==> src/rtl/eos_pkg.sv <==
// Shared types, operation codes and slot masks of the elevator order scheduler.
// No dependencies; used by eos_table, elevator_order_scheduler_core and the testbench.
package eos_pkg;

   localparam int NumSlots      = 12;
   localparam int SlotIdxWidth  = 4;
   localparam int FloorWidth    = 2;
   localparam int ReqDataWidth  = 16;
   localparam int RspDataWidth  = 8;

   typedef logic [2:0]                opcode_type;
   typedef logic [NumSlots-1:0]       flags_type;
   typedef logic [FloorWidth-1:0]     floor_type;
   typedef logic signed [1:0]         dir_type;

   // operation codes
   localparam opcode_type OP_ADD_ORDER   = 3'd0;
   localparam opcode_type OP_CLEAR_FLOOR = 3'd1;
   localparam opcode_type OP_CLEAR_ALL   = 3'd2;
   localparam opcode_type OP_DIRECTION   = 3'd3;
   localparam opcode_type OP_BETWEEN     = 3'd4;
   localparam opcode_type OP_STOP_CHECK  = 3'd5;

   // direction codes
   localparam dir_type DIR_DOWN = 2'sb11;
   localparam dir_type DIR_NONE = 2'sb00;
   localparam dir_type DIR_UP   = 2'sb01;

   // floor numbers
   localparam floor_type FLOOR_BOTTOM = 2'd0;
   localparam floor_type FLOOR_LOW    = 2'd1;
   localparam floor_type FLOOR_HIGH   = 2'd2;
   localparam floor_type FLOOR_TOP    = 2'd3;

   // request item, last field in the lowest bits
   typedef struct packed {
      logic                 above_flag;
      dir_type              travel_direction;
      floor_type            floor_number;
      logic [SlotIdxWidth-1:0] order_index;
      opcode_type           opcode;
   } req_item_type;

   // result item, last field in the lowest bits
   typedef struct packed {
      logic    stop_here;
      dir_type new_direction;
   } rsp_item_type;

   // slots lying below the three slots of a floor
   function automatic flags_type below_mask(input floor_type f);
      flags_type m;
      begin
         case (f)
            FLOOR_BOTTOM: m = 12'h000;
            FLOOR_LOW:    m = 12'h007;
            FLOOR_HIGH:   m = 12'h03F;
            default:      m = 12'h1FF;
         endcase
         return m;
      end
   endfunction

   // slots lying above the three slots of a floor
   function automatic flags_type above_mask(input floor_type f);
      flags_type m;
      begin
         case (f)
            FLOOR_BOTTOM: m = 12'hFF8;
            FLOOR_LOW:    m = 12'hFC0;
            FLOOR_HIGH:   m = 12'hE00;
            default:      m = 12'h000;
         endcase
         return m;
      end
   endfunction

endpackage

==> src/rtl/eos_table.sv <==
// Order flag register with its edit and query logic, one item per step.
// Depends on eos_pkg.
module eos_table (
   input  logic                 clock,
   input  logic                 reset,
   input  logic                 step,
   input  eos_pkg::req_item_type item,
   output eos_pkg::rsp_item_type result
);
   import eos_pkg::*;

   flags_type    flags_ff, flags_in;
   flags_type    below, above, in_floor;
   logic         going_down, going_up;
   logic         any_below, any_above, any_set;
   logic         stop;
   dir_type      dir_sel, between_sel;

   // decode travel and slot regions
   assign going_down = item.travel_direction[1];
   assign going_up   = (item.travel_direction == DIR_UP);
   assign below      = below_mask(item.floor_number);
   assign above      = above_mask(item.floor_number);
   assign in_floor   = ~(below | above);
   assign any_below  = |(flags_ff & below);
   assign any_above  = |(flags_ff & above);
   assign any_set    = |flags_ff;

   // table edits
   always_comb begin
      flags_in = flags_ff;
      case (item.opcode)
         OP_ADD_ORDER: begin
            if (item.order_index < SlotIdxWidth'(NumSlots)) begin
               flags_in[item.order_index] = 1'b1;
            end
         end
         OP_CLEAR_FLOOR: flags_in = flags_ff & ~in_floor;
         OP_CLEAR_ALL:   flags_in = '0;
         default:        flags_in = flags_ff;
      endcase
   end

   // direction from last floor: scan order decides which side wins
   always_comb begin
      dir_sel = DIR_NONE;
      if (going_down) begin
         if (any_below)      dir_sel = DIR_DOWN;
         else if (any_above) dir_sel = DIR_UP;
      end else if (going_up) begin
         if (any_above)      dir_sel = DIR_UP;
         else if (any_below) dir_sel = DIR_DOWN;
      end
   end

   // direction while between floors
   always_comb begin
      between_sel = DIR_NONE;
      if (item.above_flag) begin
         if (any_above)    between_sel = DIR_UP;
         else if (any_set) between_sel = DIR_DOWN;
      end else begin
         if (any_below)    between_sel = DIR_DOWN;
         else if (any_set) between_sel = DIR_UP;
      end
   end

   // stop check at the current floor
   always_comb begin
      case (item.floor_number)
         FLOOR_BOTTOM: stop = flags_ff[0] | flags_ff[2];
         FLOOR_LOW:    stop = flags_ff[5] | (going_down & flags_ff[4])
                              | (going_up & flags_ff[3]);
         FLOOR_HIGH:   stop = flags_ff[8] | (going_down & flags_ff[7])
                              | (going_up & flags_ff[6]);
         default:      stop = flags_ff[10] | flags_ff[11];
      endcase
      // turnaround calls when nothing lies further in the travel direction
      if (going_down && item.floor_number == FLOOR_HIGH
          && flags_ff[5:0] == '0 && flags_ff[6]) stop = 1'b1;
      if (going_down && item.floor_number == FLOOR_LOW
          && flags_ff[2:0] == '0 && flags_ff[3]) stop = 1'b1;
      if (going_up && item.floor_number == FLOOR_LOW
          && flags_ff[11:6] == '0 && flags_ff[4]) stop = 1'b1;
      if (going_up && item.floor_number == FLOOR_HIGH
          && flags_ff[11:9] == '0 && flags_ff[7]) stop = 1'b1;
   end

   // result select
   always_comb begin
      result.new_direction = DIR_NONE;
      result.stop_here     = 1'b0;
      case (item.opcode)
         OP_DIRECTION:  result.new_direction = dir_sel;
         OP_BETWEEN:    result.new_direction = between_sel;
         OP_STOP_CHECK: result.stop_here     = stop;
         default:       result.new_direction = DIR_NONE;
      endcase
   end

   // flag register
   always_ff @(posedge clock) begin
      if (reset) begin
         flags_ff <= '0;
      end else if (step) begin
         flags_ff <= flags_in;
      end
   end

`ifndef SYNTHESIS
   a_clear_all: assert property (@(posedge clock) disable iff (reset)
      step && item.opcode == OP_CLEAR_ALL |=> flags_ff == '0)
      else $error("flags not cleared after clear all");

   a_add_sets: assert property (@(posedge clock) disable iff (reset)
      step && item.opcode == OP_ADD_ORDER && item.order_index < SlotIdxWidth'(NumSlots)
      |=> flags_ff[$past(item.order_index)])
      else $error("added order slot not set");

   a_hold: assert property (@(posedge clock) disable iff (reset)
      !step |=> $stable(flags_ff))
      else $error("flags changed without a step");
`endif

endmodule

==> src/rtl/elevator_order_scheduler_core.sv <==
// Top level of the elevator order scheduler: input register, table, result register.
// Depends on eos_pkg and eos_table.
//
// Order table of a four-floor elevator. Each request beat carries one operation
// (add order, clear floor, clear all, direction, between-floors direction, stop
// check) and yields exactly one response beat. An accepted request beat sits in the
// input register and moves on to the response register, raising rsp_tvalid, once that
// register is empty or being read. The block takes one beat every cycle while the
// consumer keeps up: the edit and query logic on the 12-bit flag register is
// combinational. With a stalled consumer the input and response registers hold two
// beats, after which req_tready drops until a response beat leaves.
module elevator_order_scheduler_core (
   input  logic                            clock,
   input  logic                            reset,
   input  logic                            req_tvalid,
   output logic                            req_tready,
   // opcode[2:0], order_index[6:3], floor_number[8:7], travel_direction[10:9],
   // above_flag[11], zero[15:12]
   input  logic [eos_pkg::ReqDataWidth-1:0] req_tdata,
   output logic                            rsp_tvalid,
   input  logic                            rsp_tready,
   // new_direction[1:0], stop_here[2], zero[7:3]
   output logic [eos_pkg::RspDataWidth-1:0] rsp_tdata
);
   import eos_pkg::*;

   localparam int ReqItemWidth = $bits(req_item_type);
   localparam int RspItemWidth = $bits(rsp_item_type);

   logic         in_valid_ff, in_valid_in;
   req_item_type in_item_ff;
   logic         out_valid_ff, out_valid_in;
   rsp_item_type out_item_ff;
   rsp_item_type table_result;
   logic         advance, step;

   // pipeline flow control
   assign advance      = !out_valid_ff || rsp_tready;
   assign step         = in_valid_ff && advance;
   assign req_tready   = !in_valid_ff || advance;
   assign in_valid_in  = req_tready ? req_tvalid : in_valid_ff;
   assign out_valid_in = advance ? in_valid_ff : out_valid_ff;

   eos_table u_table (
      .clock  (clock),
      .reset  (reset),
      .step   (step),
      .item   (in_item_ff),
      .result (table_result)
   );

   // input and result registers
   always_ff @(posedge clock) begin
      if (reset) begin
         in_valid_ff  <= 1'b0;
         out_valid_ff <= 1'b0;
      end else begin
         in_valid_ff  <= in_valid_in;
         out_valid_ff <= out_valid_in;
      end
      if (req_tready && req_tvalid) begin
         in_item_ff <= req_tdata[ReqItemWidth-1:0];
      end
      if (step) begin
         out_item_ff <= table_result;
      end
   end

   assign rsp_tvalid = out_valid_ff;
   assign rsp_tdata  = {{(RspDataWidth-RspItemWidth){1'b0}}, out_item_ff};

`ifndef SYNTHESIS
   a_one_answer: assert property (@(posedge clock) disable iff (reset)
      rsp_tvalid |-> !(out_item_ff.stop_here && out_item_ff.new_direction != DIR_NONE))
      else $error("stop and direction both set");

   a_dir_code: assert property (@(posedge clock) disable iff (reset)
      rsp_tvalid |-> out_item_ff.new_direction != 2'sb10)
      else $error("illegal direction code");

   a_input_held: assert property (@(posedge clock) disable iff (reset)
      in_valid_ff && !advance |=> in_valid_ff && $stable(in_item_ff))
      else $error("stalled input item lost");
`endif

endmodule

==> config.mk <==
export PLATFORM = sky130hd
export DESIGN_NAME = elevator_order_scheduler_core
export DESIGN_NICKNAME = d
export VERILOG_FILES = /design/src/rtl/eos_pkg.sv /design/src/rtl/eos_table.sv /design/src/rtl/elevator_order_scheduler_core.sv
export SDC_FILE = /design/constraint.sdc
export NUM_CORES = 1
export LEC_CHECK = 0
export BUFFER_PORTS_ARGS = -buffer_cell sky130_fd_sc_hd__buf_2
export CAP_MARGIN = 20
export CORE_MARGIN = 8
export CORE_UTILIZATION = 51
export DETAILED_ROUTE_END_ITERATION = 7
export PLACE_DENSITY = 0.78
export SYNTH_ARGS = -nofsm -noshare
export SYNTH_HDL_FRONTEND = slang
export SYNTH_SLANG_ARGS = --single-unit
export TNS_END_PERCENT = 20
==> constraint.sdc <==
create_clock -name clock -period 4 [get_ports clock]
set_clock_uncertainty 0.05 [all_clocks]
set_input_delay 0 -clock clock [delete_from_list [all_inputs] [get_ports clock]]
set_output_delay 0 -clock clock [all_outputs]
set_load 0.02 [all_outputs]
# After elaboration in Yosys (flattened, before gate mapping)
# Index checks and enable logic that the tools add are counted.
# totals
reg_bits,29
inputBits,20
out_inout_bits,10
word_cells,92
# classes
magnitude_cmp,3
eq_ne,9
n_mux,23
bitwise,17
reduce_logical,30
# ops
op,n
$pmux 12 s3,2
$reduce_or 12->1,3
$pmux 9 s3,1
$and 12x12->12,2
$not 12->12,2
$mux 2,9
$logic_and 1x1->1,15
$and 12x9->12,1
$logic_not 6->1,2
$mux 12,1
$or 12x12->12,1
$or 9x12->12,1
$logic_not 3->1,3
$mux 1,7
$eq 3x2->1 const B,2
$eq 3x3->1 const B,2
$or 1x1->1,6
$lt 4x5->1 const B,1
$and 1x1->1,4
$demux 1 s4,1
$eq 2x2->1 const B,2
$ge 4x1->1 const B,1
$lt 4x4->1 const B,1
$pmux 2 s2,1
other kinds (9),11

# Depth between registers and ports, before layout
# Gate-level depths: netlist of the first run.
# logic_depth
depth_word,9
depth_mapped,5
ltp_nobuf,4

# By module
# A second synthesis of the first run with hierarchy kept.
# unflattened
hier_cells,145
area_unflattened_um2,1481.4
# modules_own_cells
module,instances,cells_each,area_each_um2,seq_area_each_um2
eos_table,1,114,885.8,240.2
elevator_order_scheduler_core,1,31,595.6,490.5

# Worst setup path before layout of the first run
# OpenSTA, ideal clock, no wires.
# synth_path
kind,register to register
startpoint,"reg out_valid_ff, in the netlist rsp_tvalid"
endpoint,reg in_item_ff[0] (netlist bit) (enable)
setup_time_ns,0.298
arrival_ns,1.161
required_ns,3.652
slack_ns,2.491
stages_incl_launch_ff,4
path_buffers,0
synth_period_minus_slack_ns,1.509
path_cell_list,dfxtp_1 -> nor2b_4 -> nand2_1 -> and2_1
# synth_via
elab_chain_len,4
# synth_lines
item,line,text
from (decl),elevator_order_scheduler_core.sv:32,"logic out_valid_ff, out_valid_in;"
from (signal assigned),elevator_order_scheduler_core.sv:59,out_valid_ff <= out_valid_in;
$logic_not 1->1,elevator_order_scheduler_core.sv:38,assign advance = !out_valid_ff || rsp_tready;
$logic_or 1x1->1,elevator_order_scheduler_core.sv:38,
$logic_or 1x1->1,elevator_order_scheduler_core.sv:40,assign req_tready = !in_valid_ff || advance;
via req_tready,elevator_order_scheduler_core.sv:16,"output logic req_tready,"
$logic_and 1x1->1,elevator_order_scheduler_core.sv:61,if (req_tready && req_tvalid) begin
to (signal assigned),elevator_order_scheduler_core.sv:62,in_item_ff <= req_tdata[ReqItemWidth-1:0];
to (decl),elevator_order_scheduler_core.sv:31,req_item_type in_item_ff;
# The timed path passes the listed nets, and every way through them passes these cells.
# A chain may end at the register's enable or synchronous reset.

# Worst setup path in the final report of the first run
# layout_path
startpoint,"reg out_valid_ff, in the netlist rsp_tvalid"
endpoint,reg in_valid_ff
# layout_via
elab_chain_len,3
# layout_lines
item,line,text
$logic_not 1->1,elevator_order_scheduler_core.sv:38,
$logic_or 1x1->1,elevator_order_scheduler_core.sv:38,
$logic_or 1x1->1,elevator_order_scheduler_core.sv:40,
to (signal assigned),elevator_order_scheduler_core.sv:58,in_valid_ff <= in_valid_in;
to (decl),elevator_order_scheduler_core.sv:30,"logic in_valid_ff, in_valid_in;"
# Every way passes these cells.

==> PnR_summary.wiki, run 1 <==
{| class="wikitable"
! Metric !! Value
|-
| Leading cell type in the layout, fill and taps excluded || sky130_fd_sc_hd__buf_2
|-
| Global-route wire length before repair || 5600 µm
|-
| Synthesized area per cell || 10.4 µm²
|-
| Count of max-cap constraint violations || 0
|-
| Signal arrival time at the worst endpoint || 2160 ps
|-
| Share of cell area taken by muxes after synthesis || 0.662%
|-
| # resized after CTS || 0
|-
| Slew of the pin with the lowest slew margin || 528 ps
|-
| Flip-flop and latch count after synthesis || 29
|-
| Fraction of the mapped netlist area in compound gates || 20.6%
|-
| Share of final-layout standard cells stronger than drive strength 1 || between 20% and 30%
|-
| Setup-violating endpoint count in the final report || 0
|-
| Dominant cell type by count on the critical path || sky130_fd_sc_hd__dlygate4sd3_1
|-
| Place WS || 2340 ps
|-
| Setup bufs post-CTS || 0
|-
| Final net count || a little over 200
|-
| Data required, critical path || between 4000 and 5000 ps
|-
| EDFF count, synth || 15
|-
| Final WS setup || between 2000 and 2500 ps
|-
| Yosys Warn Count || 0
|-
| Main combinational cell family by area after synthesis || simple AND/OR/NAND/NOR gates
|-
| Crit path cell chain || nor2b_4 > a21oi_1 > dlygate4sd3_1 > nor2_1 > dlygate4sd3_1
|-
| Cell depth of the worst setup path || 5
|-
| Top FF cell, synth || sky130_fd_sc_hd__edfxtp_1
|-
| CTS HTree Levels || 2
|-
| Sum of negative setup slack || 0 ps
|-
| CP startpoint || rsp_tvalid$_SDFFE_PP0P_
|-
| Startpoint-to-endpoint class of the critical path || reg -> reg
|-
| Setup crit end || in_valid_ff$_SDFFE_PP0N_
|-
| Post-route total power || about 560 µW
|-
| Top library cells by usage in the layout, fill and taps aside || sky130_fd_sc_hd__buf_2 (20), sky130_fd_sc_hd__dlygate4sd3_1 (17), sky130_fd_sc_hd__edfxtp_1 (15)
|-
| CP startpoint kind || flip-flop
|-
| R2r setup slk || between 2000 and 2500 ps
|-
| Total of hold buffers inserted after clock tree synthesis || 17
|-
| Diodes inserted || 0
|-
| Critical path's slowest cell || sky130_fd_sc_hd__dlygate4sd3_1
|-
| Overall overflow remaining after global route || 0
|-
| Power per cell area || between 300 and 400 mW/mm²
|-
| Maximum vdd ir drop || 0.000225 V
|-
| Hold WC Path Type || in -> reg
|-
| R2R Path End || in_valid_ff$_SDFFE_PP0N_
|-
| Area of the mapped netlist || around 0.0015 mm²
|-
| Die width || between 70 and 80 µm
|-
| Setup repair after global routing missed its margin || no
|-
| Core area || approximately 0.0028 mm²
|-
| Row count || 19
|-
| Overall die area || around 0.005 mm²
|-
| DIE HEIGHT || just over 70 µm
|-
| Arithmetic-cell share of the synthesized area counting full adders, half adders and majority gates || 0%
|-
| Leading area contributor after synthesis || sky130_fd_sc_hd__edfxtp_1
|-
| Static Leakage || 0.000688 µW
|-
| Io pins || 30
|-
| Weighted congestion reported at the end of routability-driven placement || between 0.8 and 0.9
|-
| Drt pass-1 iters || 4
|-
| Count of cell types in the netlist || 44
|-
| Simple-gate area share of the yosys netlist || 25.2%
|-
| Worst slew margin relative to its limit || between 60% and 70%
|-
| Number of buffers added by the clock tree synthesis step || 5
|-
| CTS tree || yes
|-
| Number of input and output port buffers inserted || 20
|-
| Kind of cell with the highest combined delay on the critical path || buffers and inverters
|-
| Detailed Place HPWL || 2460 µm
|-
| # DRC || 0
|-
| Delay of the slowest critical-path stage || roughly 570 ps
|-
| Total number of vias || approximately 1300
|-
| Clock period minus worst slack || a little under 2000 ps
|-
| Synthesized netlist cell count || approximately 150
|-
| Leading cell types by total area after synthesis || sky130_fd_sc_hd__edfxtp_1 (30%), sky130_fd_sc_hd__dfxtp_1 (19%), sky130_fd_sc_hd__buf_4 (4.0%), sky130_fd_sc_hd__nor2b_1 (3.7%), sky130_fd_sc_hd__a31oi_1 (3.3%)
|-
| Clock Root Buffer || sky130_fd_sc_hd__clkbuf_4
|-
| Number of nets with antenna violations after routing || 0
|-
| Cell count of the worst reg-to-reg path || 5
|-
| Routed wire length || about 3400 µm
|-
| Nature of the critical path endpoint || flip-flop
|-
| Xor and xnor area share after synthesis || 0%
|-
| Register area share after synthesis || roughly 48%
|-
| Area share of the largest cell type after synthesis || between 20% and 30%
|-
| Average detailed-routed wire length per instance || 15.6 µm
|-
| Peak clock frequency supported by timing || 0.514 GHz
|-
| Initial drt markers || 139
|-
| Antenna violations before repair || 0
|-
| Global router's overall resource usage || approximately 14%
|-
| R2R Path Start || rsp_tvalid$_SDFFE_PP0P_
|-
| Vias in the first global route || 1281
|-
| Average vias per placed instance || 5.88
|-
| Total count of max-transition violations in the final report || 0
|-
| Crit share post-route || between 40% and 50%
|-
| Share of synthesized registers carrying an async set or reset || 0%
|-
| Initial standard-cell utilization of the core || 54.4%
|-
| Buffer levels on the longest clock path || 2
|-
| P&R area growth vs syn || 20.4%
|-
| Insertion delay to the later sink of the worst-skew pair || between 300 and 400 ps
|-
| Clk sink count || 29
|-
| Status || finished, final reports clean
|-
| Final hold viol count || 0
|-
| CP max FO || 7
|-
| Combined buffer and inverter count along the critical path || 2
|-
| Pin count of the biggest net entering global routing || 13
|-
| Clock-pin slew on the worst setup and hold paths || about 80 ps
|}
==> cell usage after synthesis, types with 2 or more instances <==
cell,number
sky130_fd_sc_hd__o22ai_1,2
sky130_fd_sc_hd__nor3_4,2
sky130_fd_sc_hd__or3_1,2
sky130_fd_sc_hd__nand2_1,9
sky130_fd_sc_hd__nor2b_1,9
sky130_fd_sc_hd__nor3_1,4
sky130_fd_sc_hd__a21o_1,3
sky130_fd_sc_hd__and2_1,2
sky130_fd_sc_hd__nand3_1,3
sky130_fd_sc_hd__nand4b_1,2
sky130_fd_sc_hd__nor3_2,2
sky130_fd_sc_hd__o21ai_0,4
sky130_fd_sc_hd__dfxtp_1,14
sky130_fd_sc_hd__inv_1,3
sky130_fd_sc_hd__buf_4,8
sky130_fd_sc_hd__a32o_1,3
sky130_fd_sc_hd__a21oi_1,6
sky130_fd_sc_hd__a41oi_1,2
sky130_fd_sc_hd__nor3b_1,3
sky130_fd_sc_hd__o21bai_1,2
sky130_fd_sc_hd__nor2_1,13
sky130_fd_sc_hd__a31oi_1,8
sky130_fd_sc_hd__o211ai_1,4
sky130_fd_sc_hd__a22o_2,2
sky130_fd_sc_hd__edfxtp_1,15
==> through the flow <==
step / area [µm²] / hold slack (ps) / utilization (%) / std cells
floorplan: 1530 / 48.9 / - / 150
global placement: 1600 / 127 / 57.6 / 192
detailed placement: 1600 / 129 / 57.6 / 192
CTS: 1820 / 317 / 65.5 / 217
global route: 1820 / 312 / 65.5 / 217
finish: 1820 / 332 / 65.5 / 217
==> worst register-to-register path, stage by stage (launching register included) <==
cell and delay (ps):
sky130_fd_sc_hd__dfxtp_1 330, sky130_fd_sc_hd__nor2b_4 220, sky130_fd_sc_hd__a21oi_1 100, sky130_fd_sc_hd__dlygate4sd3_1 580, sky130_fd_sc_hd__nor2_1 80, sky130_fd_sc_hd__dlygate4sd3_1 540
==> logic make-up (layout without fill, tap and decap cells) <==
family          Yosys count  after routing
other cells               1              5
compound gates           43             43
flops                    29             29
mux                       1              1
buf+inv                  12             48
simple gates             60             60
==> metal layers <==
metal | up-vias | global-route usage, % | share of wire (%)
li1 | 623 | - | -
met1 | 601 | 14.4 | 41
met2 | 42 | 22.2 | 49
met3 | 11 | 6.64 | 6.8
met4 | 0 | 7.37 | 2.6
met5 | - | 0 | 0
==> worst min path at each step <==
stage                                     to  slack [ps]  cells after the start     startpoint
finish              in_item_ff[10]$_DFFE_PP_         330                      2  req_tdata[10]
global route        in_item_ff[10]$_DFFE_PP_         310                      2  req_tdata[10]
CTS                 in_item_ff[10]$_DFFE_PP_         320                      2  req_tdata[10]
detailed placement  in_item_ff[10]$_DFFE_PP_         130                      1  req_tdata[10]
global placement    in_item_ff[11]$_DFFE_PP_         130                      1  req_tdata[11]
floorplan            in_item_ff[0]$_DFFE_PP_          50                      0   req_tdata[0]
==> report_power, final <==
| part | switching [µW] | internal [µW] |
|---|---|---|
| clock network | 93.2 | 69.8 |
| registers | 11.7 | 323 |
| logic | 34.0 | 32.8 |
| total | 139 | 426 |
==> state kept, by name (all words and copies together) (netlist names) <==
| name | cells |
|---|---|
| in_valid_ff | 1 |
| rsp_tdata | 3 |
| u_table.flags_ff | 12 |
| rsp_tvalid | 1 |
| in_item_ff | 12 |
==> area by class of cell <==
| class | count | area, µm² |
|---|---|---|
| inverter | 3 | 11.3 |
| timing repair buffer | 37 | 270 |
| tap | 31 | 38.8 |
| multi-input combinational | 109 | 722 |
| clock buffer | 8 | 48.8 |
| fill | 212 | 960 |
| sequential | 29 | 731 |
No activity file was read; power rests on OpenSTA's default activity.
==> run 2, diff against run 1 <==
--- a/config.mk
+++ b/config.mk
@@ -5,10 +5,11 @@
 export SDC_FILE = /design/constraint.sdc
 export NUM_CORES = 1
 export LEC_CHECK = 0
+export ABC_AREA = 1
 export BUFFER_PORTS_ARGS = -buffer_cell sky130_fd_sc_hd__buf_2
 export CAP_MARGIN = 20
 export CORE_MARGIN = 8
-export CORE_UTILIZATION = 51
+export CORE_UTILIZATION = 49
 export DETAILED_ROUTE_END_ITERATION = 7
 export PLACE_DENSITY = 0.78
 export SYNTH_ARGS = -nofsm -noshare
==> constraint.sdc (replaced) <==
create_clock -name clock -period 1.6 [get_ports clock]
set_clock_uncertainty 0.05 [all_clocks]
set_input_delay 0 -clock clock [delete_from_list [all_inputs] [get_ports clock]]
set_output_delay 0 -clock clock [all_outputs]
set_load 0.02 [all_outputs]
==> run 2 against run 1 <==
Net effect:
- setup slack got worse by 1900 ps
- core utilization decreased by 3.7 points
- sequential cell count is the same
- fmax is 32% higher
- via count rose by 8.5%
- final cell count increased by 26%
- die area increased by 4.1%
- non-clock buffer count fell by 1
- register-to-register slack worse by 1900 ps
==> PnR_summary.wiki, run 2 <==
{| class="wikitable"
! Metric !! Value
|-
| Setup repair after global routing missed its margin || no
|-
| R2r setup slk || 130 ps
|-
| Row count || 20
|-
| Maximum vdd ir drop || ~0.00056 V
|-
| Drt pass-1 iters || 4
|-
| P&R area growth vs syn || 21.3%
|-
| Sequential cell area || 731 µm²
|-
| Count of max-cap constraint violations || 0
|-
| Leading cell types by total area after synthesis || sky130_fd_sc_hd__edfxtp_1 (29%), sky130_fd_sc_hd__dfxtp_1 (18%), sky130_fd_sc_hd__nand2_1 (10%), sky130_fd_sc_hd__nor2_1 (6.4%), sky130_fd_sc_hd__inv_1 (5.9%)
|-
| Detailed Place HPWL || ~2500 µm
|-
| Total count of max-transition violations in the final report || 0
|-
| Share of final-layout standard cells stronger than drive strength 1 || between 10% and 20%
|-
| Global router's overall resource usage || 14.3%
|-
| DIE HEIGHT || around 70 µm
|-
| Average detailed-routed wire length per instance || about 12 µm
|-
| End of the worst hold path || in_item_ff[10]$_DFFE_PP_
|-
| Flip-flop and latch count after synthesis || 29
|-
| Buffer levels on the longest clock path || 2
|-
| Combined buffer and inverter count along the critical path || 0
|-
| Final hold viol count || 0
|-
| Leading cell type in the layout, fill and taps excluded || sky130_fd_sc_hd__nand2_1
|-
| Total number of vias || 1385
|-
| Fill count || ~280
|-
| Hold Path Origin || req_tdata[10]
|-
| Power per cell area || between 700 and 800 mW/mm²
|-
| Register area share after synthesis || a little under half
|-
| Number of input and output port buffers inserted || 20
|-
| # DRC || 0
|-
| CP startpoint kind || flip-flop
|-
| Average vias per placed instance || 5.05
|-
| Count of cell types in the netlist || 23
|-
| Initial drt markers || a little under 80
|-
| CP max FO || 9
|-
| Area of the mapped netlist || between 0.0015 and 0.002 mm²
|-
| Number of buffers added by the clock tree synthesis step || 5
|-
| Status || finished, final reports clean
|-
| Kind of cell with the highest combined delay on the critical path || simple AND/OR/NAND/NOR gates
|-
| Clock-pin slew on the worst setup and hold paths || 80 ps
|-
| Dominant cell type by count on the critical path || sky130_fd_sc_hd__nand2_1
|-
| Cell count of the worst reg-to-reg path || 6
|-
| Cell depth of the worst hold path || 2
|-
| Overall overflow remaining after global route || 0
|-
| Global-route wire length before repair || about 5800 µm
|-
| Die width || just over 70 µm
|-
| Sum of negative setup slack || 0 ps
|-
| Data required, critical path || between 1500 and 2000 ps
|-
| Clock Root Buffer || sky130_fd_sc_hd__clkbuf_4
|-
| Static Leakage || just over 0.0008 µW
|-
| Yosys Warn Count || 0
|-
| Weighted congestion reported at the end of routability-driven placement || 0.901
|-
| Leading area contributor after synthesis || sky130_fd_sc_hd__edfxtp_1
|-
| R2R Path End || u_table.flags_ff[0]$_SDFFE_PP0P_
|-
| Delay of the slowest critical-path stage || 450 ps
|-
| Pin count of the biggest net entering global routing || 13
|-
| Critical path's slowest cell || sky130_fd_sc_hd__edfxtp_1
|-
| Hold WC Path Type || in -> reg
|-
| Core area || around 0.003 mm²
|-
| Signal arrival time at the worst endpoint || 1620 ps
|-
| Share of synthesized registers carrying an async set or reset || 0%
|-
| Insertion delay to the later sink of the worst-skew pair || between 300 and 400 ps
|-
| R2R Path Start || in_item_ff[0]$_DFFE_PP_
|-
| Top FF cell, synth || sky130_fd_sc_hd__edfxtp_1
|-
| EDFF count, synth || 15
|-
| Crit share post-route || between 90% and 100%
|-
| Nature of the critical path endpoint || flip-flop
|-
| Startpoint-to-endpoint class of the critical path || reg -> reg
|-
| Crit path cell chain || nand2_1 > nand2_2 > nor2_4 > nand2_1 > o21ai_1 > nor2_1
|-
| Setup-violating endpoint count in the final report || 0
|-
| Synthesized netlist cell count || 200
|-
| Final design utilization || about 62%
|-
| Top library cells by usage in the layout, fill and taps aside || sky130_fd_sc_hd__nand2_1 (41), sky130_fd_sc_hd__nor2_1 (25), sky130_fd_sc_hd__inv_1 (24)
|-
| Overall die area || roughly 0.0052 mm²
|-
| Io pins || 30
|-
| Leading post-synthesis cells by instance count || sky130_fd_sc_hd__nand2_1 (41), sky130_fd_sc_hd__nor2_1 (26), sky130_fd_sc_hd__inv_1 (24)
|-
| Peak clock frequency supported by timing || 0.679 GHz
|-
| CTS HTree Levels || 2
|-
| Antenna violations before repair || 0
|-
| Diodes inserted || 0
|-
| Top-count cell post-synth || sky130_fd_sc_hd__nand2_1
|-
| Number of nets with antenna violations after routing || 0
|-
| Initial standard-cell utilization of the core || approximately half
|-
| Area of the multi-input gates || about 660 µm²
|-
| Vias in the first global route || about 1300
|-
| Clock period minus worst slack || about 1500 ps
|-
| Area share of the largest cell type after synthesis || ~30%
|-
| Setup bufs post-CTS || 0
|-
| Final net count || 260
|-
| Synthesized area per cell || 7.65 µm²
|-
| CTS tree || yes
|-
| Routed wire length || approximately 3400 µm
|-
| Clk sink count || 29
|}
[run 2: cell types whose count changed in the layout (fill, tap and decap cells not counted), sizes merged, moves of 9 or more]
cell   delta
nor2     +16
nand2    +34
inv      +26
nand3    +12
nor2b    -11
o21ai    +15
a21oi     +9
[run 2: power by group]
group / internal (µW) / switching, µW
registers: 809 / 21.1
logic: 67.7 / 111
clock network: 217 / 232
total: 1090 / 364
[run 2: how the worst max path moves through the flow]
stage | from | to | slack [ps] | cells after the start
detailed placement | in_item_ff[8]$_DFFE_PP_ | rsp_tdata[1]$_DFFE_PP_ | 160 | 8
global placement | in_item_ff[8]$_DFFE_PP_ | rsp_tdata[0]$_DFFE_PP_ | 190 | 6
global route | in_item_ff[8]$_DFFE_PP_ | rsp_tdata[1]$_DFFE_PP_ | 20 | 8
finish | in_item_ff[0]$_DFFE_PP_ | u_table.flags_ff[0]$_SDFFE_PP0P_ | 130 | 6
CTS | in_item_ff[8]$_DFFE_PP_ | rsp_tdata[1]$_DFFE_PP_ | 150 | 8
floorplan | rsp_tvalid$_SDFFE_PP0P_ | in_item_ff[0]$_DFFE_PP_ | 200 | 3
[run 2: repair_timing]
item	in CTS	in global routing
setup endpoints to repair	0	1
gates resized for setup	0	1
hold endpoints to repair	19	0
hold buffers	16	0
[run 2: metrics by stage]
stage          std cells  setup WS [ps]  power, µW  hold slack, ps  cell area (µm²)
2_1_floorplan        204            205        956            48.9             1550
3_3_place_gp         250            185        988             126             1630
3_5_place_dp         250            156        991             128             1630
4_1_cts              274            145       1470             325             1850
5_1_grt              274           24.3       1530             312             1860
6_report             274            127       1460             344             1860
[run 2: logic make-up (layout without fill, tap and decap cells)]
group,Yosys count,count (layout),synth area share (%)
other cells,1,5,0.245
simple gates,99,99,30.0
flops,29,29,47.8
compound gates,35,35,11.4
buf+inv,36,73,10.5
[run 2: layout make-up]
type	instances	share of cell area [%]
flip-flops and latches	29	39.4
inverters	29	5.87
well taps	33	2.23
multi-input cells	139	35.3
clock buffers	8	3.17
repair buffers	36	14.0
[run 2: routing by layer]
metal	wire [µm]	vias to the layer above	share of wire [%]	GRT usage, %
met5	0	-	0	0
met2	1650	37	49	23.5
met4	70	0	2.1	7.48
met3	198	7	5.9	4.60
li1	-	722	-	-
met1	1440	619	43	16.2
==> run 3, diff against run 2 <==
--- a/config.mk
+++ b/config.mk
@@ -5,7 +5,6 @@
 export SDC_FILE = /design/constraint.sdc
 export NUM_CORES = 1
 export LEC_CHECK = 0
-export ABC_AREA = 1
 export BUFFER_PORTS_ARGS = -buffer_cell sky130_fd_sc_hd__buf_2
 export CAP_MARGIN = 20
 export CORE_MARGIN = 8
==> run 3 against run 2 <==
Net effect:
- core utilization up 2.0 points
- critical path type unchanged
- sequential power is 0.5% higher
- largest cell class is now multi-input gates
- count of clock-buffer cells in the layout fell by 1
==> PnR_summary.wiki, run 3 (same netlist as run 1, synthesis figures left out) <==
{| class="wikitable"
! Metric !! Value
|-
| Clock period minus worst slack || between 1500 and 2000 ps
|-
| Crit share post-route || between 90 and 100%
|-
| Design area || 0.00192 mm²
|-
| Sequential group share of total power || a little over half
|-
| Data required, critical path || between 1500 and 2000 ps
|-
| Cell depth of the worst hold path || 3
|-
| Average vias per placed instance || 5.90
|-
| Post-placement cell area || between 0.0015 and 0.002 mm²
|-
| Top library cells by usage in the layout, fill and taps aside || sky130_fd_sc_hd__buf_2 (20), sky130_fd_sc_hd__dlygate4sd3_1 (16), sky130_fd_sc_hd__edfxtp_1 (15)
|-
| Clock share of power || between 30% and 40%
|-
| Total count of max-transition violations in the final report || 0
|-
| DIE HEIGHT || ~72 µm
|-
| Core area || about 0.0030 mm²
|-
| Cell count of the worst reg-to-reg path || 4
|-
| Global router's overall resource usage || between 10% and 20%
|-
| Average detailed-routed wire length per instance || approximately 17 µm
|-
| Cell Int Power || approximately 1200 µW
|-
| Power share of the combinational group || between 10% and 20%
|-
| Hold WC Path Type || in -> reg
|-
| Initial standard-cell utilization of the core || around half
|-
| Number of buffers added by the clock tree synthesis step || 5
|-
| Hold Path Origin || rsp_tready
|-
| Static Leakage || between 0.0007 and 0.0008 µW
|-
| R2R Path End || rsp_tdata[2]$_SDFFCE_PP0P_
|-
| CTS HTree Levels || 2
|-
| Die width || between 70 and 80 µm
|-
| Power per cell area || a little over 800 mW/mm²
|-
| Leading cell type in the layout, fill and taps excluded || sky130_fd_sc_hd__buf_2
|-
| R2R Path Start || in_item_ff[7]$_DFFE_PP_
|-
| R2r setup slk || approximately 63 ps
|-
| Status || finished, final reports clean
|-
| Initial drt markers || 56
|-
| # DRC || 0
|-
| Buffer levels on the longest clock path || 2
|-
| Diodes inserted || 0
|-
| Signal arrival time at the worst endpoint || about 1600 ps
|-
| Routed wire length || 3770 µm
|-
| Antenna violations before repair || 0
|-
| Count of max-cap constraint violations || 0
|-
| Overall die area || approximately 0.0051 mm²
|-
| Clock-pin slew on the worst setup and hold paths || about 100 ps
|-
| Setup-violating endpoint count in the final report || 0
|-
| Final net count || approximately 210
|-
| P&R area growth vs syn || 26.6%
|-
| Switching power total || roughly 380 µW
|-
| Clk sink count || 29
|-
| Number of input and output port buffers inserted || 20
|-
| CP max FO || 7
|-
| Drt pass-1 iters || 4
|-
| Fill count || around 230
|-
| Pin count of the biggest net entering global routing || 13
|-
| Share of final-layout standard cells stronger than drive strength 1 || a little over a quarter
|-
| Startpoint-to-endpoint class of the critical path || reg -> reg
|-
| Peak clock frequency supported by timing || about 0.65 GHz
|-
| Total number of vias || ~1300
|-
| Io pins || 30
|-
| Post-route total power || approximately 1500 µW
|-
| Maximum vdd ir drop || a little under 0.0006 V
|-
| Overall overflow remaining after global route || 0
|-
| Global-route wire length before repair || approximately 6100 µm
|-
| End of the worst hold path || rsp_tdata[1]$_DFFE_PP_
|-
| CP startpoint kind || flip-flop
|-
| Worst slew margin relative to its limit || about two thirds
|-
| Number of nets with antenna violations after routing || 0
|-
| Row count || 20
|-
| Vias in the first global route || about 1400
|-
| CTS tree || yes
|-
| Clock Root Buffer || sky130_fd_sc_hd__clkbuf_4
|-
| Fraction of power spent switching nets || 24.5%
|-
| Detailed Place HPWL || roughly 2600 µm
|-
| Slew of the pin with the lowest slew margin || ~520 ps
|-
| Final hold viol count || 0
|-
| Weighted congestion reported at the end of routability-driven placement || around 0.93
|-
| Final Hold Slack || about 260 ps
|-
| Nature of the critical path endpoint || flip-flop
|-
| Insertion delay to the later sink of the worst-skew pair || ~320 ps
|}
[run 3: final cells by class]
cell class	instances	area (µm²)	share of cell area (%)
Multi-Input combinational cell	109	741	38.7
Sequential cell	29	731	38.1
Timing Repair Buffer	44	320	16.7
Clock buffer	7	66.3	3.46
Tap cell	33	41.3	2.16
Inverter	3	11.3	0.588
Clock inverter	1	5.00	0.261
[run 3: how the worst max path moves through the flow]
stage | from | end | slack [ps] | depth (start not counted)
global placement | in_item_ff[7]$_DFFE_PP_ | rsp_tdata[2]$_SDFFCE_PP0P_ | 120 | 4
detailed placement | in_item_ff[7]$_DFFE_PP_ | rsp_tdata[2]$_SDFFCE_PP0P_ | 90 | 4
finish | in_item_ff[7]$_DFFE_PP_ | rsp_tdata[2]$_SDFFCE_PP0P_ | 60 | 4
CTS | in_item_ff[7]$_DFFE_PP_ | rsp_tdata[2]$_SDFFCE_PP0P_ | 60 | 5
global route | in_item_ff[7]$_DFFE_PP_ | rsp_tdata[2]$_SDFFCE_PP0P_ | -4 | 4
floorplan | rsp_tvalid$_SDFFE_PP0P_ | in_item_ff[0]$_DFFE_PP_ | 90 | 3
[run 3: what timing repair did]
action                                 in CTS  in global routing
resized for setup                           0                  4
setup endpoints to repair                   0                  1
hold buffers                               16                  0
setup buffers                               0                  2
endpoints found under the hold margin      16                  0
[run 3: per-stage QoR]
step	std cells	setup slack, ps	TNS [ps]	util, %
floorplan	150	90.6	0	-
global placement	201	121	0	55.2
detailed placement	201	87.9	0	55.2
CTS	225	64.3	0	62.9
global route	226	-4.04	-4.04	63.8
finish	226	63.0	0	63.8
[run 3: layer usage]
layer	wire length, µm	part of all wire, %	GRT usage [%]
met5	0	0	0
met4	104	2.8	7.94
met3	270	7.2	4.88
met2	1920	51	26.6
met1	1480	39	14.9
[run 3: power by group through the flow]
stage	Combinational (µW)	Sequential, µW	Clock [µW]
floorplan	107	846	0
global placement	145	848	0
detailed placement	149	849	0
CTS	180	832	529
global route	204	838	561
finish	191	834	519
[run 3: critical path, stage by stage, from the launching register on]
cell and delay (ps):
sky130_fd_sc_hd__edfxtp_1 520, sky130_fd_sc_hd__and2b_1 260, sky130_fd_sc_hd__a32o_1 270, sky130_fd_sc_hd__nand4b_1 90, sky130_fd_sc_hd__a31oi_1 90
